--- src/rtl/efrs_pkg.sv ---
// efrs_pkg: shared types, constants and the per-channel update function
// for the eFuse fault retry supervisor. No dependencies.
`timescale 1ns / 1ps

package efrs_pkg;

  localparam int unsigned CntW = 8;

  // system mode codes
  localparam logic [1:0] ModeNominal = 2'd0;
  localparam logic [1:0] ModeSafe    = 2'd1;

  // configuration register indexes
  localparam logic [1:0] RegTripThreshold = 2'd0;
  localparam logic [1:0] RegStablePolls   = 2'd1;
  localparam logic [1:0] RegMaxAttempts   = 2'd2;

  localparam logic [CntW-1:0] CntMax = {CntW{1'b1}};

  // counters of one channel
  typedef struct packed {
    logic [CntW-1:0] fault_run;
    logic [CntW-1:0] healthy_run;
    logic [CntW-1:0] attempts;
  } chan_cnt_t;

  // thresholds from the configuration registers
  typedef struct packed {
    logic [CntW-1:0] trip_threshold;
    logic [CntW-1:0] stable_polls;
    logic [CntW-1:0] max_attempts;
  } cfg_t;

  // outcome of evaluating one channel
  typedef struct packed {
    chan_cnt_t cnt;
    logic      fault;
    logic      set_ev;
    logic      clr_ev;
    logic      cycle;
  } chan_res_t;

  function automatic logic [CntW-1:0] sat_inc(input logic [CntW-1:0] v);
    sat_inc = (v == CntMax) ? v : v + 1'b1;
  endfunction

  // one tick of a monitored channel against the current fault bit
  function automatic chan_res_t chan_eval(input logic      healthy,
                                          input logic      other_ok,
                                          input logic      fault_in,
                                          input chan_cnt_t cnt,
                                          input cfg_t      cfg);
    chan_res_t r;
    r.cnt    = cnt;
    r.fault  = fault_in;
    r.set_ev = 1'b0;
    r.clr_ev = 1'b0;
    r.cycle  = 1'b0;
    if (healthy) begin
      r.cnt.fault_run   = '0;
      r.cnt.attempts    = '0;
      r.cnt.healthy_run = sat_inc(cnt.healthy_run);
      if ((r.cnt.healthy_run >= cfg.stable_polls) && fault_in && other_ok) begin
        r.fault  = 1'b0;
        r.clr_ev = 1'b1;
      end
    end else begin
      r.cnt.healthy_run = '0;
      r.cnt.fault_run   = sat_inc(cnt.fault_run);
      if (r.cnt.fault_run >= cfg.trip_threshold) begin
        r.fault  = 1'b1;
        r.set_ev = 1'b1;
        if (cnt.attempts < cfg.max_attempts) begin
          r.cnt.attempts  = cnt.attempts + 1'b1;
          r.cnt.fault_run = '0;
          r.cycle         = 1'b1;
        end
      end
    end
    chan_eval = r;
  endfunction

endpackage

--- src/rtl/efuse_fault_retry_supervisor.sv ---
// efuse_fault_retry_supervisor: top level, input register, channel update
// logic and result register. Depends on efrs_pkg.
`timescale 1ns / 1ps

// Supervisor for two eFuse channels sharing one overcurrent fault bit.
// Input channel (in_valid_i / in_ready_o) carries one poll tick per
// transaction: mode_i and the active-low fault pins pin_a_level_i and
// pin_b_level_i. Output channel (out_valid_o / out_ready_i) returns one
// result per tick: fault_flag_o, cycle_a_o, cycle_b_o, set_event_o and
// clear_event_o. The configuration channel (cfg_valid_i / cfg_ready_o)
// writes trip_threshold (index 0), stable_polls (1) and max_attempts (2);
// other indexes are ignored, and cfg_ready_o is always high.
// A tick lands in the input register at its accepting edge and its result
// is written into the result register once that register is free or being
// read. One tick per cycle is sustained while the receiver does not stall; the
// counter and fault-bit update is a single pass that completes as a tick
// moves from the input register into the result register.
// When the receiver stalls, the result register holds and the input
// register still takes one more tick; further ticks wait on in_ready_o.
// Reset clears all counters and the fault bit, empties both registers and
// loads the registers with 3, 5 and 3.
module efuse_fault_retry_supervisor (
  input  logic       clk_i,
  input  logic       rst_ni,
  // configuration writes
  input  logic       cfg_valid_i,
  output logic       cfg_ready_o,
  input  logic [1:0] cfg_index_i,
  input  logic [7:0] cfg_data_i,
  // poll ticks
  input  logic       in_valid_i,
  output logic       in_ready_o,
  input  logic [1:0] mode_i,
  input  logic       pin_a_level_i,
  input  logic       pin_b_level_i,
  // results
  output logic       out_valid_o,
  input  logic       out_ready_i,
  output logic       fault_flag_o,
  output logic       cycle_a_o,
  output logic       cycle_b_o,
  output logic       set_event_o,
  output logic       clear_event_o
);

  efrs_pkg::cfg_t      cfg_q;
  efrs_pkg::chan_cnt_t cnt_a_q, cnt_a_d, cnt_b_q, cnt_b_d;
  logic                fault_q, fault_d;

  logic       in_vld_q;
  logic [1:0] mode_q;
  logic       pa_q, pb_q;

  logic out_vld_q;
  logic fault_flag_q, cycle_a_q, cycle_b_q, set_ev_q, clr_ev_q;
  logic cycle_a_d, cycle_b_d, set_ev_d, clr_ev_d;

  logic advance;
  logic mon_a, mon_b;
  efrs_pkg::chan_res_t res_a, res_b;

  assign cfg_ready_o = 1'b1;
  assign advance     = in_vld_q && (!out_vld_q || out_ready_i);
  assign in_ready_o  = !in_vld_q || advance;

  // configuration registers
  always_ff @(posedge clk_i or negedge rst_ni) begin
    if (!rst_ni) begin
      cfg_q.trip_threshold <= 8'd3;
      cfg_q.stable_polls   <= 8'd5;
      cfg_q.max_attempts   <= 8'd3;
    end else if (cfg_valid_i) begin
      case (cfg_index_i)
        efrs_pkg::RegTripThreshold: cfg_q.trip_threshold <= cfg_data_i;
        efrs_pkg::RegStablePolls:   cfg_q.stable_polls   <= cfg_data_i;
        efrs_pkg::RegMaxAttempts:   cfg_q.max_attempts   <= cfg_data_i;
        default: ;
      endcase
    end
  end

  // input register
  always_ff @(posedge clk_i or negedge rst_ni) begin
    if (!rst_ni) begin
      in_vld_q <= 1'b0;
    end else if (in_ready_o) begin
      in_vld_q <= in_valid_i;
    end
  end

  always_ff @(posedge clk_i) begin
    if (in_ready_o && in_valid_i) begin
      mode_q <= mode_i;
      pa_q   <= pin_a_level_i;
      pb_q   <= pin_b_level_i;
    end
  end

  // channel A first, then channel B against the updated fault bit
  assign mon_a = (mode_q == efrs_pkg::ModeNominal) || (mode_q == efrs_pkg::ModeSafe);
  assign mon_b = (mode_q == efrs_pkg::ModeNominal);

  always_comb begin
    res_a = efrs_pkg::chan_eval(pa_q, !mon_b || pb_q, fault_q, cnt_a_q, cfg_q);
    res_b = efrs_pkg::chan_eval(pb_q, pa_q, mon_a ? res_a.fault : fault_q,
                                cnt_b_q, cfg_q);

    cnt_a_d   = '0;
    cnt_b_d   = '0;
    fault_d   = fault_q;
    cycle_a_d = 1'b0;
    cycle_b_d = 1'b0;
    set_ev_d  = 1'b0;
    clr_ev_d  = 1'b0;

    if (mon_a) begin
      cnt_a_d   = res_a.cnt;
      fault_d   = res_a.fault;
      cycle_a_d = res_a.cycle;
      set_ev_d  = res_a.set_ev;
      clr_ev_d  = res_a.clr_ev;
    end
    if (mon_b) begin
      cnt_b_d   = res_b.cnt;
      fault_d   = res_b.fault;
      cycle_b_d = res_b.cycle;
      set_ev_d  = set_ev_d | res_b.set_ev;
      clr_ev_d  = clr_ev_d | res_b.clr_ev;
    end
  end

  // channel state
  always_ff @(posedge clk_i or negedge rst_ni) begin
    if (!rst_ni) begin
      cnt_a_q <= '0;
      cnt_b_q <= '0;
      fault_q <= 1'b0;
    end else if (advance) begin
      cnt_a_q <= cnt_a_d;
      cnt_b_q <= cnt_b_d;
      fault_q <= fault_d;
    end
  end

  // result register
  always_ff @(posedge clk_i or negedge rst_ni) begin
    if (!rst_ni) begin
      out_vld_q <= 1'b0;
    end else if (advance) begin
      out_vld_q <= 1'b1;
    end else if (out_ready_i) begin
      out_vld_q <= 1'b0;
    end
  end

  always_ff @(posedge clk_i) begin
    if (advance) begin
      fault_flag_q <= fault_d;
      cycle_a_q    <= cycle_a_d;
      cycle_b_q    <= cycle_b_d;
      set_ev_q     <= set_ev_d;
      clr_ev_q     <= clr_ev_d;
    end
  end

  assign out_valid_o   = out_vld_q;
  assign fault_flag_o  = fault_flag_q;
  assign cycle_a_o     = cycle_a_q;
  assign cycle_b_o     = cycle_b_q;
  assign set_event_o   = set_ev_q;
  assign clear_event_o = clr_ev_q;

endmodule

--- config.mk ---
export PLATFORM = sky130hd
export DESIGN_NAME = efuse_fault_retry_supervisor
export DESIGN_NICKNAME = d
export VERILOG_FILES = /design/src/rtl/efrs_pkg.sv /design/src/rtl/efuse_fault_retry_supervisor.sv
export SDC_FILE = /design/constraint.sdc
export NUM_CORES = 1
export LEC_CHECK = 0
export ABC_AREA = 1
export CAP_MARGIN = 20
export CORE_ASPECT_RATIO = 0.75
export CORE_UTILIZATION = 33
export CTS_CLUSTER_DIAMETER = 100
export DETAILED_ROUTE_END_ITERATION = 10
export DONT_BUFFER_PORTS = 1
export PLACE_DENSITY = 0.55
export SLEW_MARGIN = 5
export SYNTH_ARGS = -nofsm -noshare
export SYNTH_HDL_FRONTEND = slang
export SYNTH_SLANG_ARGS = --single-unit
export TNS_END_PERCENT = 100
--- constraint.sdc ---
create_clock -name clk_i -period 7.1 [get_ports clk_i]
set_input_delay 0.355 -clock clk_i [delete_from_list [all_inputs] [get_ports clk_i]]
set_output_delay 0.355 -clock clk_i [all_outputs]
set_load 0.005 [all_outputs]
==> out/metrics.csv <==
metric,value,unit
Post-Syn Instances,675,
crit start category,register,
setup TNS,0,ps
final period utilization,40.4,%
top-level I/O count,27,
number of max-cap violations,0,
RSZ-0062 raised after global routing,no,
Max VDD drop,129,uV
final wirelength,12600,um
fin nets,750,
"Slew Viols, Final",0,
Post-synth ARST share,89.3,%
syn avg cell area,8.13,um^2
Synthesized Nets,746,
logic gate share of total power,20.0,%
vias in the first global route,4071,
post-synth top area share,31.5,%
switching pwr,0.400,mW
worst setup path class,reg2reg,
Finished Layout Cells,894,
"most common cell after layout, fill and taps aside",nand2_1,
die area,17200,um^2
placed cell count,876,
core area,16100,um^2
leading area contributor after synthesis,dfrtp_1,
Iter 0 DRT Violations,261,
fin util,37.3,%
Via density,4.77,
Multi-input gate area,2880,um^2
DRT Pass-1 Iters,5,
dominant cells by area after synthesis,"dfrtp_1, nand2_1, ha_1",
number of clock sinks,84,
Synth Register Bits,84,
Relative slew margins,61.6,%
Starting Density,34.0,%
Lkg Pwr,3.07,nW
Int Power,0.857,mW
DRC errors left,0,
power share of the sequential group,44.6,%
post-route cell area,6010,um^2
Std-Cell Rows,40,
initial antenna violation count,0,
Synth Flop Type,dfrtp_1,
chip height,114,um
Routability Congestion,0.813,
Port Buffers,0,
final hold vios,0,
CTS buffer count,9,
ANT nets after route,0,
CP endpoint kind,register,
post-layout min period,2870,ps
CTS root buf,clkbuf_16,
GRT overflow,0,
first-pass GRT wire length,21200,um
Synth cell types,43,
share of layout cells above drive strength 1,10.8,%
fmax,348,MHz
Tot Pwr,1.26,mW
FF+latch area,2150,um^2
H-tree depth,3,
ant diodes,0,
Setup Slack @ Placement,4270,ps
status,"finished, final reports clean",
sequential share of the synthesized area,39.3,%
Final Skew,4.78,ps
largest net degree at the start of global routing,76,
DR WL/cell,14.1,um
Power Density,209,nW/um^2
fill cell count,1661,
CTS tree,built,
Crit path required time,7320,ps
Synth Cell Area,5490,um^2
DR vias,4261,
Die Width,151,um
crit-path max FO,16,
GRT Util Overall,16.0,%
clk_lat worst skew,350,ps
Switching Fraction,31.8,%
final worst setup slack,4230,ps
Clock Power Share,35.4,%
Post-Place Cell Area,5700,um^2
Hold/Removal Path Class,in2reg,
"commonest non-fill, non-tap cells in the layout","nand2_1, inv_1, dfrtp_1",
CP arrival,3090,ps
"CTS clk-pin slew, worst paths",60,ps
hpwl dp,9750,um
Post-synth EDFFs,9,
clk buf depth,2,
Worst Max-Slew Pin Slew,574,ps
Final Setup Violations,0,
area grow syn2layout,9.62,%
yosys warns,0,
Hold Slack,104,ps
-- worst max-delay path: stages (launching register included) --
cell	delay, ps
dfrtp_1	400
ha_1	210
nand2_1	160
nor3_4	80
a31oi_1	220
nand2_1	90
nand2_1	60
nand2_1	70
ha_1	270
nand2_1	50
nor2_1	140
nand4_1	160
nand4_2	140
nand3_2	370
nand2_1	240
o21ai_2	80
-- cell families (layout without fill, tap and decap cells) --
kind of cell,count (synthesis),after routing,synth area share [%]
simple gates,287,287,24.4
buf+inv,115,124,8.23
compound gates,105,105,11.0
flops,84,84,39.3
fa+ha+maj,52,52,11.9
xor+xnor,31,31,5.22
other cells,1,1,0.0683
-- per-layer routing --
metal	global-route usage [%]	part of all wire, %	vias to the layer above
met4	3.47	0.78	0
met2	22.8	41	73
li1	-	-	2197
met1	24.2	54	1982
met5	0	0	-
met3	3.96	4.4	9
-- sequential cells by signal, indices dropped and copies added (netlist names) --
| register | count |
|---|---|
| cfg_q | 24 |
| cnt_a_q | 24 |
| cnt_b_q | 24 |
| mode_q | 2 |
| clear_event_o | 1 |
| cycle_a_o | 1 |
| cycle_b_o | 1 |
| fault_flag_o | 1 |
| fault_q | 1 |
| in_vld_q | 1 |
| out_valid_o | 1 |
| pa_q | 1 |
| pb_q | 1 |
| set_event_o | 1 |
-- cell usage after synthesis (2+ instances only) --
cell type / n
nand4_1: 16
o21a_1: 4
nor2_1: 33
nor2_4: 2
nand3_1: 29
dfstp_2: 6
edfxtp_1: 9
o21ai_2: 14
a21oi_1: 21
o22ai_1: 3
o21ai_1: 9
nor3_2: 3
clkbuf_1: 6
inv_2: 7
o21ai_0: 49
nor2_2: 3
inv_1: 96
nand4_2: 2
xor2_2: 2
nor3_1: 3
xnor2_1: 3
buf_6: 2
nand2_2: 8
xor2_1: 26
clkinv_1: 2
nand2_1: 177
ha_1: 52
a31oi_1: 2
dfrtp_1: 69
nand3_2: 4
-- cell type report --
class / count / area share [%]
Multi-Input combinational cell: 476 / 47.9
Inverter: 105 / 6.55
Sequential cell: 84 / 35.8
Timing Repair Buffer: 3 / 0.749
Clock inverter: 6 / 0.645
Clock buffer: 10 / 3.97
Tap cell: 210 / 4.37
-- worst paths after layout --
check | from | to | slack, ps | depth (start not counted)
hold / removal | mode_i[1] | mode_q[1] | 100 | 0
max in group asynchronous | rst_ni | cfg_q[1] | 6180 | 2
setup reg to reg | cnt_b_q[16] | cnt_b_q[2] | 4230 | 15
setup / recovery | cnt_b_q[16] | cnt_b_q[2] | 4230 | 15
hold reg to reg | fault_q | fault_q | 480 | 2
min in group asynchronous | rst_ni | cnt_a_q[18] | 580 | 2
-- power by group through the flow --
stage / sequential [mW] / combinational (mW) / clock (mW)
2_1_floorplan: 0.560 / 0.188 / 0
3_3_place_gp: 0.568 / 0.231 / 0
3_5_place_dp: 0.570 / 0.241 / 0
4_1_cts: 0.561 / 0.253 / 0.457
5_1_grt: 0.566 / 0.292 / 0.472
6_report: 0.561 / 0.251 / 0.444
-- what timing repair did --
action,CTS,global route
gates resized for setup,0,0
setup buffers,0,0
endpoints found under the setup margin,0,0
hold buffers,2,0
hold endpoints to repair,75,0
No activity file was read; power rests on OpenSTA's default activity.
